$ cat config.mk
export PLATFORM = sky130hd
export DESIGN_NAME = fraction_multiply_reduce
export DESIGN_NICKNAME = d
export VERILOG_FILES = /design/src/design/fmr_pkg.sv /design/src/design/fraction_multiply_reduce.sv
export VERILOG_INCLUDE_DIRS = /design/src /design/src/design
export SDC_FILE = /design/constraint.sdc
export NUM_CORES = 2
export LEC_CHECK = 0
export CORE_ASPECT_RATIO = 0.75
export CORE_MARGIN = 1.5
export CORE_UTILIZATION = 45
export DETAILED_ROUTE_END_ITERATION = 10
export DONT_BUFFER_PORTS = 1
export GPL_TIMING_DRIVEN = 1
export HOLD_SLACK_MARGIN = 0.1
export PLACE_DENSITY = 0.57
export SETUP_SLACK_MARGIN = 0.3
export SLEW_MARGIN = 20
export SYNTH_ARGS = -nofsm -noshare
export SYNTH_HDL_FRONTEND = slang
export SYNTH_SLANG_ARGS = --single-unit
$ cat constraint.sdc
create_clock -name aclk -period 13.2 [get_ports aclk]
set_clock_uncertainty 0.1 [all_clocks]
set_input_delay 1.32 -clock aclk [delete_from_list [all_inputs] [get_ports aclk]]
set_output_delay 1.32 -clock aclk [all_outputs]
set_load 0.05 [all_outputs]
$ cat src/design/fraction_multiply_reduce_macros.svh
// Assertion macros shared by the fraction multiply block.
`ifndef FRACTION_MULTIPLY_REDUCE_MACROS_SVH
`define FRACTION_MULTIPLY_REDUCE_MACROS_SVH

// Implication checked on every rising clock edge outside reset.
`define FMR_ASSERT_IMP(label, clk, rstn, lhs, rhs, msg) \
    label: assert property (@(posedge clk) disable iff (!rstn) (lhs) |-> (rhs)) \
        else $error(msg);

// Next-cycle implication checked outside reset.
`define FMR_ASSERT_NXT(label, clk, rstn, lhs, rhs, msg) \
    label: assert property (@(posedge clk) disable iff (!rstn) (lhs) |=> (rhs)) \
        else $error(msg);

`endif

$ cat src/design/fmr_pkg.sv
// Types and constants for the fraction multiply block.
`timescale 1ns / 1ps
package fmr_pkg;
    localparam int unsigned PROD_W = 64;
    localparam int unsigned CNT_W  = 6;

    typedef enum logic [8:0] {
        ST_IDLE = 9'b0_0000_0001,
        ST_MULN = 9'b0_0000_0010,
        ST_MULD = 9'b0_0000_0100,
        ST_SIGN = 9'b0_0000_1000,
        ST_GCD  = 9'b0_0001_0000,
        ST_DIVD = 9'b0_0010_0000,
        ST_DIV  = 9'b0_0100_0000,
        ST_FIN  = 9'b0_1000_0000,
        ST_OUT  = 9'b1_0000_0000
    } state_t;

    // what the running divide is for
    typedef enum logic [1:0] {
        PH_GCD = 2'd0,
        PH_NUM = 2'd1,
        PH_DEN = 2'd2
    } phase_t;
endpackage

$ cat src/design/fraction_multiply_reduce.sv
// Fraction multiplier with gcd reduction built around one shared divider.
//
// Usage: s_axis word carries a_num, a_den, b_num, b_den (IN_WIDTH bits each,
// two's complement). m_axis word carries prod_num, prod_den (64 bits each)
// with zero_den_error in tuser. One result word per input word.
// Flow: the two products are formed one after the other by one multiplier, signs
// are fixed, then Euclid runs on one radix-2 restoring divider that yields
// one quotient bit per cycle. The two final exact divisions reuse the same divider.
// A zero denominator or zero numerator skips Euclid and the divisions and
// goes straight from the sign step to the output register.
// The block takes one word at a time: s_axis_tready is high only when idle.
// The result sits in an output register, so the next word may be taken and
// worked on while it waits; a stalled receiver then holds the second result
// in the final state and the input stays blocked until the first is taken.
// Reset (aresetn low, synchronous) returns to idle and drops m_axis_tvalid.
`timescale 1ns / 1ps
`include "fraction_multiply_reduce_macros.svh"
module fraction_multiply_reduce #(
    parameter int IN_WIDTH = 32
) (
    input  logic                    aclk,
    input  logic                    aresetn,
    // tdata: a_num, a_den, b_num, b_den from bit 0 up, zero filled to bytes
    input  logic [((4*IN_WIDTH+7)/8)*8-1:0] s_axis_tdata,
    input  logic                    s_axis_tvalid,
    output logic                    s_axis_tready,
    // tdata: prod_num [63:0], prod_den [127:64]
    output logic [2*fmr_pkg::PROD_W-1:0] m_axis_tdata,
    // tuser: zero_den_error
    output logic                    m_axis_tuser,
    output logic                    m_axis_tvalid,
    input  logic                    m_axis_tready
);
    import fmr_pkg::*;

    localparam int unsigned W = PROD_W;

    state_t state_reg, state_next;
    phase_t phase_reg;
    logic signed [IN_WIDTH-1:0] an_reg, ad_reg, bn_reg, bd_reg;
    logic signed [W-1:0] pn_reg, pd_reg, n_reg, d_reg, g_reg;
    // divider: magnitudes, remainder, quotient
    logic [W-1:0] dvd_reg, dvs_reg, rem_reg, quo_reg;
    logic         qneg_reg, rneg_reg;
    logic [CNT_W-1:0] cnt_reg;
    logic [2*W-1:0] out_data_reg;
    logic         out_err_reg, out_valid_reg;
    logic         in_fire;

    function automatic logic [W-1:0] mag(input logic signed [W-1:0] v);
        mag = v[W-1] ? W'(-v) : W'(v);
    endfunction

    // shared multiplier: numerators first, then denominators
    logic signed [IN_WIDTH-1:0] mul_a, mul_b;
    logic signed [2*IN_WIDTH-1:0] mul_p;
    logic signed [W-1:0] mul_ext;
    assign mul_a   = (state_reg == ST_MULN) ? an_reg : ad_reg;
    assign mul_b   = (state_reg == ST_MULN) ? bn_reg : bd_reg;
    assign mul_p   = mul_a * mul_b;
    assign mul_ext = W'(mul_p);

    // one restoring step
    logic [W:0] trial;
    logic [W-1:0] shifted;
    assign shifted = {rem_reg[W-2:0], dvd_reg[W-1]};
    assign trial   = {1'b0, shifted} - {1'b0, dvs_reg};

    // signed quotient and truncating remainder
    logic signed [W-1:0] quo_s, rem_s;
    assign quo_s = qneg_reg ? -$signed(quo_reg) : $signed(quo_reg);
    assign rem_s = rneg_reg ? -$signed(rem_reg) : $signed(rem_reg);

    assign s_axis_tready = (state_reg == ST_IDLE);
    assign in_fire       = s_axis_tvalid && s_axis_tready;
    assign m_axis_tdata  = out_data_reg;
    assign m_axis_tuser  = out_err_reg;
    assign m_axis_tvalid = out_valid_reg;

    // sequencer
    always_comb begin
        state_next = state_reg;
        unique case (state_reg)
            ST_IDLE: if (in_fire) state_next = ST_MULN;
            ST_MULN: state_next = ST_MULD;
            ST_MULD: state_next = ST_SIGN;
            ST_SIGN: begin
                if (pd_reg == '0 || pn_reg == '0) state_next = ST_OUT;
                else state_next = ST_GCD;
            end
            ST_GCD:  state_next = ST_DIV;
            ST_DIVD: state_next = ST_DIV;
            ST_DIV:  if (cnt_reg == '0) state_next = ST_FIN;
            ST_FIN: begin
                unique case (phase_reg)
                    PH_GCD:  state_next = ST_GCD;
                    PH_NUM:  state_next = ST_DIVD;
                    default: state_next = ST_OUT;
                endcase
            end
            ST_OUT:  if (!out_valid_reg) state_next = ST_IDLE;
            default: state_next = ST_IDLE;
        endcase
    end

    // datapath
    always_ff @(posedge aclk) begin
        if (!aresetn) begin
            state_reg     <= ST_IDLE;
            out_valid_reg <= 1'b0;
            phase_reg     <= PH_GCD;
            cnt_reg       <= '0;
        end else begin
            state_reg <= state_next;
            if (out_valid_reg && m_axis_tready) out_valid_reg <= 1'b0;
            unique case (state_reg)
                ST_IDLE: if (in_fire) begin
                    an_reg <= s_axis_tdata[IN_WIDTH-1:0];
                    ad_reg <= s_axis_tdata[2*IN_WIDTH-1:IN_WIDTH];
                    bn_reg <= s_axis_tdata[3*IN_WIDTH-1:2*IN_WIDTH];
                    bd_reg <= s_axis_tdata[4*IN_WIDTH-1:3*IN_WIDTH];
                end
                ST_MULN: pn_reg <= mul_ext;
                ST_MULD: pd_reg <= mul_ext;
                ST_SIGN: begin
                    // both negative: negate both
                    if (pn_reg[W-1] && pd_reg[W-1]) begin
                        pn_reg <= -pn_reg;
                        pd_reg <= -pd_reg;
                        n_reg  <= -pn_reg;
                        d_reg  <= -pd_reg;
                    end else begin
                        n_reg <= pn_reg;
                        d_reg <= pd_reg;
                    end
                end
                ST_GCD: begin
                    if (d_reg == '0) begin
                        // gcd found: start the numerator divide
                        g_reg     <= n_reg;
                        dvd_reg   <= mag(pn_reg);
                        dvs_reg   <= mag(n_reg);
                        qneg_reg  <= pn_reg[W-1] ^ n_reg[W-1];
                        rneg_reg  <= 1'b0;
                        phase_reg <= PH_NUM;
                    end else begin
                        // start n % d
                        dvd_reg   <= mag(n_reg);
                        dvs_reg   <= mag(d_reg);
                        qneg_reg  <= n_reg[W-1] ^ d_reg[W-1];
                        rneg_reg  <= n_reg[W-1];
                        phase_reg <= PH_GCD;
                    end
                    rem_reg <= '0;
                    quo_reg <= '0;
                    cnt_reg <= CNT_W'(W - 1);
                end
                ST_DIVD: begin
                    dvd_reg   <= mag(pd_reg);
                    dvs_reg   <= mag(g_reg);
                    qneg_reg  <= pd_reg[W-1] ^ g_reg[W-1];
                    rneg_reg  <= 1'b0;
                    rem_reg   <= '0;
                    quo_reg   <= '0;
                    cnt_reg   <= CNT_W'(W - 1);
                    phase_reg <= PH_DEN;
                end
                ST_DIV: begin
                    dvd_reg <= {dvd_reg[W-2:0], 1'b0};
                    if (!trial[W]) begin
                        rem_reg <= trial[W-1:0];
                        quo_reg <= {quo_reg[W-2:0], 1'b1};
                    end else begin
                        rem_reg <= shifted;
                        quo_reg <= {quo_reg[W-2:0], 1'b0};
                    end
                    if (cnt_reg != '0) cnt_reg <= cnt_reg - 1'b1;
                end
                ST_FIN: begin
                    // pick up the divider result
                    unique case (phase_reg)
                        PH_GCD: begin
                            n_reg <= d_reg;
                            d_reg <= rem_s;
                        end
                        PH_NUM:  pn_reg <= quo_s;
                        default: pd_reg <= quo_s;
                    endcase
                end
                ST_OUT: if (!out_valid_reg) begin
                    out_valid_reg <= 1'b1;
                    out_err_reg   <= (pd_reg == '0);
                    if (pd_reg == '0) out_data_reg <= '0;
                    else out_data_reg <= {pd_reg, pn_reg};
                end
                default: ;
            endcase
        end
    end

    `FMR_ASSERT_IMP(a_ready_idle, aclk, aresetn, s_axis_tready, state_reg == ST_IDLE, "input ready outside idle")
    `FMR_ASSERT_NXT(a_out_hold, aclk, aresetn, m_axis_tvalid && !m_axis_tready, m_axis_tvalid && $stable(m_axis_tdata) && $stable(m_axis_tuser), "result word changed while stalled")
    `FMR_ASSERT_IMP(a_err_zero, aclk, aresetn, m_axis_tvalid && m_axis_tuser, m_axis_tdata == '0, "error word carries data")
    `FMR_ASSERT_IMP(a_state_onehot, aclk, aresetn, 1'b1, $onehot(state_reg), "state not one-hot")
endmodule
Yosys cells after proc, flatten, opt, wreduce, memory -nomap -nowiden

Cells that the tools add are included.

Memory bits (writable): 0
Memories: 0
Output and inout port bits: 131
Input port bits: 132
ROM bits: 0
Register bits: 853
Latch bits: 0
Word-level logic and storage cells: 125

Magnitude comparators: 0
$add $sub $neg: 9
Reductions and logical operators: 29
Shift-type cells: 0
Bitwise operators: 4
Eq/ne operators: 17
Multiplexer cells: 44
Div/mod/pow operators: 0
$mul: 1

Operators by type and width:

| operator                                       | count |
|---|---|
| two-way mux 64 bit                             | 16 |
| case mux 64 bit (2 select lines)               | 5 |
| case mux 64 bit (3 select lines)               | 3 |
| negation 64 bit                                | 7 |
| logical NOT 64 bit                             | 3 |
| case mux 9 bit (8 select lines)                | 1 |
| subtractor 64 x 64 -> 65 bit                   | 1 |
| multiplier 32 x 32 -> 64 bit                   | 1 |
| two-way mux 32 bit                             | 2 |
| two-way mux 9 bit                              | 4 |
| AND reduction 3 bit                            | 7 |
| case mux 9 bit (2 select lines)                | 1 |
| case mux 6 bit (2 select lines)                | 1 |
| inequality test 2 bit (second input constant)  | 5 |
| == test 9 x 1 -> 1 bit (second input constant) | 1 |
| == test 9 x 2 -> 1 bit (second input constant) | 1 |
| == test 9 x 3 -> 1 bit (second input constant) | 1 |
| == test 9 x 4 -> 1 bit (second input constant) | 1 |
| == test 9 x 5 -> 1 bit (second input constant) | 1 |
| == test 9 x 6 -> 1 bit (second input constant) | 1 |
| == test 9 x 7 -> 1 bit (second input constant) | 1 |
| == test 9 x 8 -> 1 bit (second input constant) | 1 |
| == test 9 bit (second input constant)          | 1 |
| nonzero test 3 bit                             | 3 |
| 17 further kinds                               | 35 |

Depth between registers and ports, before layout

Depth after elaboration: 4
Mapped depth: 38
Depth with buffers taken out: 32

Worst setup path before layout

OpenSTA, ideal clock, no wires.

Kind: input-to-reg
Start: in aresetn
End: reg out_data_reg[0], in the netlist m_axis_tdata[0], enable pin
Arrival: 10.306 ns
Cell stages on the path: 2
Setup time: 0.775 ns
Path slack: 2.019 ns
Data required time: 12.325 ns
Path buffers: 0
Cells stage by stage: clkinv_1 -> nor3_1

Word-level cells in the longest chain between the ends: 1

Ends and longest elaborated chain:

| element                              | line                            | RTL |
|---|---|---|
| from (decl)                          | fraction_multiply_reduce.sv:22  | `input logic aresetn,` |
| AND reduction 3 bit (no source line) | -                               |  |
| to (signal assigned)                 | fraction_multiply_reduce.sv:194 | `else out_data_reg <= {pd_reg, pn_reg};` |
| to (decl)                            | fraction_multiply_reduce.sv:46  | `logic [2*W-1:0] out_data_reg;` |

No other way between the ends.
A chain may end at the register's enable or synchronous reset.

Final worst setup path

Start: reg state_reg[5]
End: reg pd_reg[60] (data pin)

Word-level cells in the longest chain between the ends: 4
Elaborated cells between the ends (all ways): 8
Those cells by class: mul: 1; eq/ne: 4; mux: 3

Ends and longest elaborated chain:

| element                                      | line                                                           | RTL |
|---|---|---|
| from (decl)                                  | fraction_multiply_reduce.sv:38                                 | `state_t state_reg, state_next;` |
| from (signal assigned)                       | fraction_multiply_reduce.sv:114                                | `state_reg <= state_next;` |
| == test 9 x 2 -> 1 bit                       | fraction_multiply_reduce.sv:58, fraction_multiply_reduce.sv:59 |  |
| two-way mux 32 bit, on equally long branches | fraction_multiply_reduce.sv:58, fraction_multiply_reduce.sv:59 |  |
| multiplier 32 x 32 -> 64 bit                 | fraction_multiply_reduce.sv:60                                 | `assign mul_p = mul_a * mul_b;` |
| case mux 64 bit (3 select lines) (*)         | fraction_multiply_reduce.sv:116                                | `unique case (state_reg)` |
| to (signal assigned)                         | fraction_multiply_reduce.sv:124                                | `ST_MULD: pd_reg <= mul_ext;` |
| to (signal assigned)                         | fraction_multiply_reduce.sv:129                                | `pd_reg <= -pd_reg;` |
| to (signal assigned)                         | fraction_multiply_reduce.sv:187                                | `default: pd_reg <= quo_s;` |
| to (decl)                                    | fraction_multiply_reduce.sv:41                                 | `logic signed [W-1:0] pn_reg, pd_reg, n_reg, d_reg, g_reg;` |

Mark *: on every way between the ends. The rest lies on a longest branch, timed or not.

==> out/metrics.cfg <==
[grt]
grt_overflow = 0
groute.usage.overall = 0.302
grt_pass1_vias = 65300
grt_antenna_before_repair = 18
grt_max_degree = 131
grt_pass1_wl_mm = 424

[layout]
layout.nets = 9831
area_growth_pct = 7.12
final_util = 0.485
largest_reg_flops = 128
drive_gt1_frac = 0.0557
fill_cells = 17400

[clock_tree]
cts_tree = built
clock-sinks = 853
cts_setup_buffers = 0
cts-resized-gates = 0
clk_path_buf_depth = 3
ctsRootBufferMaster = clkbuf_16
cts_max_level = 3
ctsHoldBuffers = 0
clk_transition_reported_paths_ns = 0.06
numCtsBuffers = 96
clkLatencyLatePin_ns = 0.80

[floorplanning]
ios = 263
dieWidth_um = 503
num_rows = 137
start_util = 0.453
chipHeight_um = 378
core_um2 = 186000
die_area_um2 = 190000

[critical_path]
worst_ep_arrival_time_ns = 12.24
crit_path_end_kind = flip-flop
path_class = flip-flop to flip-flop
critPathRequiredTime_ns = 13.59
critPathSlowestCell = fa_1
path_common_cell = fa_1
cp_max_fo = 26
worstSetupStartpointType = flip-flop
slowest_delay_ns = 0.91

[sta]
layout_min_cycle_time_ns = 11.85
hold_violations = 0
setup_viol = 0
rsz0062_at_grt = no
hold_slack_ns = 0.401
clock.fmax_ghz = 0.0844
finalSetupTns_ns = 0
fin_crit_sh = 0.898
slew_violations = 0
slew_headroom = 0.153
tightest_slew_ns = 1.25

[detailed_routing]
ant_nets = 0
vias = 64400
wl_mm = 282
drc = 0
via_per_inst = 5.88
drtIter0Drc = 6909
firstDrtPassIters = 6
wl_per_cell_um = 25.8

[synthesis]
yosys.cell_types.count = 76
syn_area_um2 = 84200
async_flop_share = 0
yosysSeqAreaShare = 0.302
syn_avg_cell_area_um2 = 9.74
yosys_register_bits = 853
synth_fp_nets = 10100
synthFlopType = edfxtp_1
syn-instance-count = 8644
yosysWarningCount = 0
synth_enable_flop_cells = 835

[place]
hpwlAfterDp_mm = 219
gp_congestion = 0.999
place.port_buffers = 0

[hold_path]
hold_path_class = flip-flop to flip-flop

[job]
maxCapViolCount = 0

[run_status]
status = finished clean

-- Yosys cell counts (47+ instances only) --
library cell / n / area [µm²]
fa_1: 1083 / 21700
inv_1: 1067 / 4010
nand2_1: 964 / 3620
nor2_1: 931 / 3490
edfxtp_1: 835 / 25100
clkbuf_1: 470 / 1760
o21ai_0: 426 / 2130
a21oi_1: 396 / 1980
xnor2_1: 339 / 2970
xor2_1: 310 / 2720
ha_1: 259 / 3240
o31ai_1: 139 / 1040
or3_1: 101 / 632
a21o_1: 88 / 661
and2_1: 84 / 526
mux2i_1: 84 / 841
nor3_1: 84 / 420
nor2b_1: 82 / 513
a22oi_1: 72 / 541
or4_1: 62 / 465
nand3_1: 60 / 300
mux2_2: 57 / 642
a211oi_1: 49 / 368
nand2b_1: 49 / 307
o41ai_1: 47 / 412
-- metal layers --
metal | global-route usage | share of wire
met1 | 0.430 | 0.42
met5 | 0 | 0.00039
met3 | 0.0715 | 0.11
met4 | 0.0991 | 0.035
met2 | 0.453 | 0.43
-- worst max-delay path, delay by kind of cell (launching register included) --
| kind | cells | cell delay (ns) |
|---|---|---|
| adders and majority gates | 9 | 4.76 |
| and+or+nand+nor | 10 | 2.55 |
| buffers and inverters | 8 | 1.94 |
| AOI/OAI and AO/OA | 4 | 0.95 |
| muxes | 1 | 0.61 |
| DFF | 1 | 0.37 |
| xor gates and xnor gates | 1 | 0.21 |
-- cell usage in the layout, fill, tap and decap left out, drive strengths merged, types with 12 or more instances in the layout --
cell / count
a31oi: 35
xor2: 310
ha: 259
or4: 65
and4: 12
edfxtp: 835
nand4: 33
buf: 134
a21o: 88
nand3: 60
fa: 1083
xnor2: 339
a211oi: 49
nor2b: 82
o21ai: 426
a221o: 22
o211ai: 37
and3: 30
clkinv: 41
nor3: 84
or3: 104
a21oi: 396
and2: 84
o41ai: 47
clkbuf: 113
dfxtp: 18
o31ai: 139
nor4: 38
mux2: 57
o221ai: 17
a22oi: 72
inv: 1076
mux2i: 84
nand2: 964
nor2: 931
nand2b: 49
o21a: 15
o21bai: 25
or2: 35
-- through the flow --
stage | worst slack, ns | cells | area (µm²)
5_1_grt | 0.778 | 10900 | 90200
3_5_place_dp | 1.48 | 10800 | 86900
3_3_place_gp | 1.57 | 10800 | 86900
4_1_cts | 1.40 | 10900 | 90200
6_report | 1.35 | 10900 | 90200
2_1_floorplan | 2.02 | 8644 | 84200
-- final cells by class --
cell class | instances | area [µm²] | share of cell area
Antenna cell | 5 | 12.5 | 0.000139
Clock buffer | 113 | 2470 | 0.0273
Clock inverter | 67 | 790 | 0.00875
Inverter | 1069 | 4010 | 0.0445
Multi-Input combinational cell | 6203 | 53300 | 0.591
Sequential cell | 853 | 25400 | 0.282
Tap cell | 2502 | 3130 | 0.0347
Timing Repair Buffer | 134 | 1040 | 0.0116
-- kinds of logic after synthesis --
family / synth area share
multiplexers: 0.0176
flip-flops: 0.302
XOR/XNOR: 0.0675
buffers and inverters: 0.0709
AND/OR/NAND/NOR: 0.139
AO/OA/AOI/OAI: 0.107
adder cells (fa/ha/maj): 0.296
-- final timing paths --
path	endpoint	depth (start not counted)	startpoint	slack, ns
hold reg to reg	g_reg[35]	0	n_reg[35]	0.40
setup / recovery	pd_reg[60]	33	state_reg[5]	1.35
setup reg to reg	pd_reg[60]	33	state_reg[5]	1.35
hold / removal	g_reg[35]	0	n_reg[35]	0.40
Power is not shown: default switching activity piles up to over one toggle a cycle in this logic, so the estimate is an artifact.
